[src/hdl/buc_pkg.sv]
`default_nettype none

package buc_pkg;

  // input beat operation codes
  typedef enum logic [1:0] {
    OP_RX      = 2'd0,
    OP_TXREADY = 2'd1,
    OP_WRITE   = 2'd2,
    OP_READ    = 2'd3
  } op_t;

  // result status codes
  typedef enum logic [1:0] {
    ERR_OK     = 2'd0,
    ERR_RX_OVF = 2'd1,
    ERR_TX_OVF = 2'd2,
    ERR_EMPTY  = 2'd3
  } err_t;

  // result of one beat, held between the ring update and the output register
  typedef struct packed {
    logic       line_valid;
    logic [7:0] line_byte;
    logic       line_from_ram;
    logic       read_valid;
    logic [7:0] rx_fill;
    logic [7:0] tx_fill;
    logic       tx_busy;
    err_t       error_code;
  } res_t;

endpackage

`default_nettype wire

[src/hdl/buc_ram.sv]
`default_nettype none

module buc_ram #(
  parameter int WIDTH = 8,
  parameter int DEPTH = 128
) (
  input  wire logic                     clk,
  input  wire logic                     we,
  input  wire logic [$clog2(DEPTH)-1:0] waddr,
  input  wire logic [WIDTH-1:0]         wdata,
  input  wire logic                     re,
  input  wire logic [$clog2(DEPTH)-1:0] raddr,
  output logic      [WIDTH-1:0]         rdata
);

  logic [WIDTH-1:0] mem [DEPTH];

  // single write port, registered read port that holds when idle
  always_ff @(posedge clk) begin
    if (we) begin
      mem[waddr] <= wdata;
    end
    if (re) begin
      rdata <= mem[raddr];
    end
  end

endmodule

`default_nettype wire

[src/hdl/buffered_uart_channel_unit.sv]
`default_nettype none

// Buffered serial channel with a receive ring and a transmit ring of RING_DEPTH
// bytes each, both held in block RAM. Each input beat is one event: a received
// line byte, a transmitter-ready strobe, a host write or a host read, and it
// yields exactly one result beat with the line byte sent (if any), the byte
// read (if any), both fill levels, the transmitter busy mark and a status
// code. One beat is accepted every clock cycle unless out_ready holds the
// results; a result passes the s1 register, then the output register, with
// the RAM read registered alongside s1. Overflow drops the byte and reports
// it, an empty read reports it and does not wait; reset needs no clearing pass.
module buffered_uart_channel_unit #(
  parameter int RING_DEPTH = 128
) (
  input  wire logic       clk,
  input  wire logic       rst_n,
  input  wire logic       in_valid,
  output logic            in_ready,
  input  wire logic [1:0] in_op,
  input  wire logic [7:0] in_data_byte,
  output logic            out_valid,
  input  wire logic       out_ready,
  output logic            out_line_valid,
  output logic [7:0]      out_line_byte,
  output logic            out_read_valid,
  output logic [7:0]      out_read_byte,
  output logic [7:0]      out_rx_fill,
  output logic [7:0]      out_tx_fill,
  output logic            out_tx_busy,
  output logic [1:0]      out_error_code
);

  localparam int PTR_W  = $clog2(RING_DEPTH);
  localparam int CNT_W  = $clog2(RING_DEPTH + 1);
  localparam int FILL_X = (CNT_W > 8) ? CNT_W : 8;
  localparam logic [PTR_W-1:0] PTR_LAST = PTR_W'(RING_DEPTH - 1);
  localparam logic [CNT_W-1:0] CNT_FULL = CNT_W'(RING_DEPTH);

  // ring control state
  logic [PTR_W-1:0] rx_head_r, rx_head_nxt, rx_tail_r, rx_tail_nxt;
  logic [PTR_W-1:0] tx_head_r, tx_head_nxt, tx_tail_r, tx_tail_nxt;
  logic [CNT_W-1:0] rx_count_r, rx_count_nxt, tx_count_r, tx_count_nxt;
  logic             tx_active_r, tx_active_nxt;

  // result pipeline
  buc_pkg::res_t s1_r, s1_nxt;
  logic          s1_v_r;
  logic          out_v_r;
  logic          out_line_valid_r, out_read_valid_r, out_tx_busy_r;
  logic [7:0]    out_line_byte_r, out_read_byte_r, out_rx_fill_r, out_tx_fill_r;
  logic [1:0]    out_error_code_r;

  logic accept, move;
  logic rx_we, rx_re, tx_we, tx_re;
  logic [7:0] rx_rdata, tx_rdata;
  logic [FILL_X-1:0] rx_fill_x, tx_fill_x;
  buc_pkg::op_t op;

  assign op       = buc_pkg::op_t'(in_op);
  assign move     = s1_v_r && (!out_v_r || out_ready);
  assign in_ready = !s1_v_r || move;
  assign accept   = in_valid && in_ready;

  // ring rams
  buc_ram #(.WIDTH(8), .DEPTH(RING_DEPTH)) u_rx_ram (
    .clk   (clk),
    .we    (rx_we),
    .waddr (rx_head_r),
    .wdata (in_data_byte),
    .re    (rx_re),
    .raddr (rx_tail_r),
    .rdata (rx_rdata)
  );

  buc_ram #(.WIDTH(8), .DEPTH(RING_DEPTH)) u_tx_ram (
    .clk   (clk),
    .we    (tx_we),
    .waddr (tx_head_r),
    .wdata (in_data_byte),
    .re    (tx_re),
    .raddr (tx_tail_r),
    .rdata (tx_rdata)
  );

  // event decode and ring update
  always_comb begin
    rx_head_nxt   = rx_head_r;
    rx_tail_nxt   = rx_tail_r;
    rx_count_nxt  = rx_count_r;
    tx_head_nxt   = tx_head_r;
    tx_tail_nxt   = tx_tail_r;
    tx_count_nxt  = tx_count_r;
    tx_active_nxt = tx_active_r;
    rx_we = 1'b0;
    rx_re = 1'b0;
    tx_we = 1'b0;
    tx_re = 1'b0;
    s1_nxt = '0;
    s1_nxt.error_code = buc_pkg::ERR_OK;
    if (accept) begin
      unique case (op)
        buc_pkg::OP_RX: begin
          if (rx_count_r == CNT_FULL) begin
            s1_nxt.error_code = buc_pkg::ERR_RX_OVF;
          end else begin
            rx_we        = 1'b1;
            rx_head_nxt  = (rx_head_r == PTR_LAST) ? '0 : rx_head_r + 1'b1;
            rx_count_nxt = rx_count_r + 1'b1;
          end
        end
        buc_pkg::OP_TXREADY: begin
          if (tx_count_r == '0) begin
            tx_active_nxt = 1'b0;
          end else begin
            tx_re                = 1'b1;
            s1_nxt.line_valid    = 1'b1;
            s1_nxt.line_from_ram = 1'b1;
            tx_tail_nxt  = (tx_tail_r == PTR_LAST) ? '0 : tx_tail_r + 1'b1;
            tx_count_nxt = tx_count_r - 1'b1;
          end
        end
        buc_pkg::OP_WRITE: begin
          if (tx_active_r) begin
            if (tx_count_r == CNT_FULL) begin
              s1_nxt.error_code = buc_pkg::ERR_TX_OVF;
            end else begin
              tx_we        = 1'b1;
              tx_head_nxt  = (tx_head_r == PTR_LAST) ? '0 : tx_head_r + 1'b1;
              tx_count_nxt = tx_count_r + 1'b1;
            end
          end else begin
            s1_nxt.line_valid = 1'b1;
            s1_nxt.line_byte  = in_data_byte;
            tx_active_nxt     = 1'b1;
          end
        end
        buc_pkg::OP_READ: begin
          if (rx_count_r == '0) begin
            s1_nxt.error_code = buc_pkg::ERR_EMPTY;
          end else begin
            rx_re             = 1'b1;
            s1_nxt.read_valid = 1'b1;
            rx_tail_nxt  = (rx_tail_r == PTR_LAST) ? '0 : rx_tail_r + 1'b1;
            rx_count_nxt = rx_count_r - 1'b1;
          end
        end
        default: begin
          s1_nxt.error_code = buc_pkg::ERR_OK;
        end
      endcase
    end
    rx_fill_x      = FILL_X'(rx_count_nxt);
    tx_fill_x      = FILL_X'(tx_count_nxt);
    s1_nxt.rx_fill = rx_fill_x[7:0];
    s1_nxt.tx_fill = tx_fill_x[7:0];
    s1_nxt.tx_busy = tx_active_nxt;
  end

  // ring state and result pipeline registers
  always_ff @(posedge clk) begin
    if (!rst_n) begin
      rx_head_r   <= '0;
      rx_tail_r   <= '0;
      rx_count_r  <= '0;
      tx_head_r   <= '0;
      tx_tail_r   <= '0;
      tx_count_r  <= '0;
      tx_active_r <= 1'b0;
      s1_v_r      <= 1'b0;
      out_v_r     <= 1'b0;
    end else begin
      rx_head_r   <= rx_head_nxt;
      rx_tail_r   <= rx_tail_nxt;
      rx_count_r  <= rx_count_nxt;
      tx_head_r   <= tx_head_nxt;
      tx_tail_r   <= tx_tail_nxt;
      tx_count_r  <= tx_count_nxt;
      tx_active_r <= tx_active_nxt;
      if (accept) begin
        s1_v_r <= 1'b1;
      end else if (move) begin
        s1_v_r <= 1'b0;
      end
      if (move) begin
        out_v_r <= 1'b1;
      end else if (out_ready) begin
        out_v_r <= 1'b0;
      end
    end
  end

  // payload registers, ram data merged on the way to the output
  always_ff @(posedge clk) begin
    if (accept) begin
      s1_r <= s1_nxt;
    end
    if (move) begin
      out_line_valid_r <= s1_r.line_valid;
      out_line_byte_r  <= s1_r.line_from_ram ? tx_rdata : s1_r.line_byte;
      out_read_valid_r <= s1_r.read_valid;
      out_read_byte_r  <= s1_r.read_valid ? rx_rdata : 8'd0;
      out_rx_fill_r    <= s1_r.rx_fill;
      out_tx_fill_r    <= s1_r.tx_fill;
      out_tx_busy_r    <= s1_r.tx_busy;
      out_error_code_r <= s1_r.error_code;
    end
  end

  assign out_valid      = out_v_r;
  assign out_line_valid = out_line_valid_r;
  assign out_line_byte  = out_line_byte_r;
  assign out_read_valid = out_read_valid_r;
  assign out_read_byte  = out_read_byte_r;
  assign out_rx_fill    = out_rx_fill_r;
  assign out_tx_fill    = out_tx_fill_r;
  assign out_tx_busy    = out_tx_busy_r;
  assign out_error_code = out_error_code_r;

endmodule

`default_nettype wire
[config.mk]
export PLATFORM = sky130hd
export DESIGN_NAME = buffered_uart_channel_unit
export DESIGN_NICKNAME = d
export VERILOG_FILES = /design/src/hdl/buc_pkg.sv /design/src/hdl/buc_ram.sv /design/src/hdl/buffered_uart_channel_unit.sv
export SDC_FILE = /design/constraint.sdc
export NUM_CORES = 2
export LEC_CHECK = 0
export BUFFER_PORTS_ARGS = -buffer_cell sky130_fd_sc_hd__clkbuf_2
export CAP_MARGIN = 25
export CORE_MARGIN = 2
export CORE_UTILIZATION = 30
export CTS_CLUSTER_SIZE = 12
export DETAILED_ROUTE_END_ITERATION = 7
export PLACE_DENSITY = 0.43
export SLEW_MARGIN = 20
export SYNTH_ARGS = -nofsm -noshare
export SYNTH_HDL_FRONTEND = slang
export SYNTH_HIERARCHICAL = 1
export SYNTH_SLANG_ARGS = --single-unit
[constraint.sdc]
create_clock -name clk -period 7.03 [get_ports clk]
set_input_delay 1.406 -clock clk [delete_from_list [all_inputs] [get_ports clk]]
set_output_delay 1.406 -clock clk [all_outputs]
set_load 0.01 [all_outputs]
==> flow_summary.yaml <==
run_status:
  status: "complete, no violations"
cells_and_area:
  area_delta_synth_final_pct: 14.4
  fillers: 26400
  layout.cells.non_filler: 7874
  drive_gt1_share_pct: 28.4
  final_util_pct: 34.5
  nets: 3988
  seqCellArea_um2: 65000
  multi_input_area_um2: 19100
yosys:
  ys_top_cells_by_area: "edfxtp_1 75%, mux4_2 18%, nor2_1 1.2%, dfxtp_1 1.1%, clkbuf_1 0.48%"
  seq_area_frac_synth_pct: 76.4
  synth_xor_area_share_pct: 0.0515
  synth_fa_ha_area_share_pct: 0.206
  syn_avg_cell_area_um2: 22.5
  synth-seq-cells: 2178
  synth.area.mux_share_pct: 18.2
  synth_cell_types: 83
  syn_inst: 3785
  synth.top_cell.area_share_pct: 75.2
  synth_top_family_by_area: "multiplexers"
  synth_edf_count: 2131
  yosysWarnings: 6
  yosysTopAreaCell: "edfxtp_1"
  async_flop_share_pct: 0
  synth-compound-area-share_pct: 1.11
  synth_flop_cell: "edfxtp_1"
  synth-simple-area-share_pct: 2.86
  syn_nets: 3813
  netlist_area_um2: 85000
die:
  ios: 53
  core_um2: 282000
  dieArea_um2: 288000
  dieHeight_um: 536
  die_x_um: 536
  initial_utilization_pct: 30.2
  rows: 195
clock_network:
  clk_pin_slew_ps: 60
  htreeDepth: 4
  cts-root-buf: "clkbuf_16"
  clockBufferDepth: 4
  cts_tree: "built"
  numCtsBuffers: 236
  clock_sinks: 2178
  clkLatencyLatePin_ps: 860
  postCtsHoldBufs: 0
  cts_setup_buffers: 0
  cts.repair.resized: 0
sta:
  fin_ws_ps: 2160
  fmax_mhz: 206
  finalSetupTns_ps: 0
  rsz0062_at_grt: "no"
  skew_ps: 42.4
  setup_viol: 0
  period_needed_ps: 4870
  worst_slew_pin_slew_ps: 1100
  slew_viol_final: 0
  hold_viol: 0
  period_share_pct: 69.2
  slew_headroom_pct: 26.3
place:
  numPlacedInstances: 7464
  port_buffers: 52
  globalplace.congestion: 0.764
  pre_cts_slack_ps: 1390
  hpwl_mm: 136
power_and_ir_drop:
  ir_drop_v: 0.000184
  leakagePower_nw: 28.3
  power_w: 0.0264
  p_per_area_nw_per_um2: 271
job:
  maxCapViolCount: 0
route:
  routed_wl_mm: 224
  wl_per_cell_um: 28.4
  route.vias.total: 39300
  drc: 0
  viasPerCell: 5.00
  antenna_left: 0
  initialDrtViolationCount: 3469
  dr.pass1.iters: 7
worst_hold_path:
  hold_class: "reg -> reg"
  min-delay-start: "s1_r[18]"
worst_setup_path:
  startpoint_type: "input port"
  worstPathRequired_ps: 7500
  reg2reg_setup_slack_ps: 2450
  path_cells: "clkbuf_2 > inv_1 > ha_1 > inv_1 > a31o_2 > nor2_1 > buf_4 > nor2b_1 > nand2_1 > buf_4 > nor2_1"
  crit_fanout: 18
  critPathLaunch: "in_op[0]"
  critPathTopFamily: "simple AND/OR/NAND/NOR gates"
  timing.rr.start: "rx_count_r[0]"
  timing_worst_setup_path_type: "in -> reg"
  arrival_ps: 5340
  endpoint_kind: "register"
  critPathBufInv: 5
  slowest_delay_ps: 700
  cpMaxStageDelayCell: "nor2_1"
grt:
  grt_pass1_vias: 40600
  antenna_found_initial: 6
  grt_first_pass_wirelength_mm: 320
  grt_overflow: 0
  grt_max_degree: 142
  grtUsageTotal_pct: 15.5
[final timing paths]
check | end | depth (start not counted)
hold reg to reg | out_rx_fill[7] | 0
setup reg to reg | u_rx_ram/mem[42][5] | 10
setup / recovery | u_rx_ram/mem[42][5] | 11
hold / removal | out_rx_fill[7] | 0
[metal layers]
metal,share of wire (%),global-route usage (%),vias to the layer above
li1,-,-,16400
met5,0,0,-
met4,1.7,3.06,0
met2,49,25.2,880
met3,3.8,2.02,256
met1,46,22.2,21800
[layout make-up]
type                       count  share of cell area (%)
antenna                        5                  0.0129
clock buffer                 301                    6.47
clock inverter               103                   0.881
inverter                      28                   0.108
multi-input combinational   1371                    19.6
sequential                  2178                    66.8
tap                         3743                    4.81
timing repair buffer         145                    1.34
[cells in the final DEF (no fill, tap or decap), drive strengths merged, types with 5 or more instances in the layout]
cell    count
a211oi      6
a21oi      28
a31oi       5
and2       21
buf       101
bufinv     15
clkbuf    345
clkinv     84
dfxtp      47
diode       5
edfxtp   2131
ha         14
inv        29
mux2       25
mux2i       5
mux4      672
nand2      58
nand2b     11
nand3      41
nand4      17
nor2      270
nor2b      16
nor3       29
nor4        9
o21ai      19
o22ai       7
o31ai      16
or3        10
or4        18
[synth_stat cells (all sizes together), types with 4 or more instances]
library cell	n
a2111oi	4
a211oi	6
a21oi	28
a31oi	5
and2	21
buf	100
clkbuf	108
dfxtp	47
edfxtp	2131
ha	14
inv	27
mux2	25
mux2i	5
mux4	672
nand2	58
nand2b	11
nand3	41
nand4	17
nor2	270
nor2b	16
nor3	29
nor4	9
o211ai	4
o21a	4
o21ai	19
o22ai	7
o31ai	16
o41ai	4
or3	10
or4	18
xnor2	4
[worst reg2reg max path, stage by stage, from the launching register on]
cell     delay [ps]
dfxtp_1         520
inv_1           180
ha_1            310
nor2b_1         190
a31o_2          410
nor2_1          380
buf_4           260
nor2b_1         280
nand2_1         520
buf_4           430
nor2_1          710
[stage by stage]
stage	hold slack (ps)	instance area (um2)
after floorplan	400	85000
after global placement	408	90100
after detailed placement	406	90100
after CTS	415	97300
after global routing	434	97300
final	415	97300
[cell families (layout without fill, tap and decap cells)]
group,after synthesis,after routing
adder cells (fa/ha/maj),14,14
flip-flops,2178,2178
XOR/XNOR,5,5
other,0,5
AND/OR/NAND/NOR,519,519
buffers and inverters,236,577
multiplexers,702,702
AO/OA/AOI/OAI,131,131
[state kept, by name, summed over array words and instances (netlist names), 2 cells and up]
register / flops
u_tx_ram/rdata: 8
out_read_byte: 8
u_rx_ram/mem: 1024
rx_tail_r: 7
out_tx_fill: 8
u_rx_ram/rdata: 8
rx_count_r: 8
tx_head_r: 7
rx_head_r: 7
tx_tail_r: 7
out_error_code: 2
u_tx_ram/mem: 1024
tx_count_r: 8
out_rx_fill: 8
s1_r: 30
out_line_byte: 8
[where the power goes]
group          switching, W  leakage [nW]  total [W]  internal [W]
Combinational      0.000327          5.24   0.000395     0.0000679
Sequential        0.0000126          19.6     0.0143        0.0143
Clock               0.00493          3.49     0.0117       0.00679
Note: power is estimated with default switching activity, not from simulation.
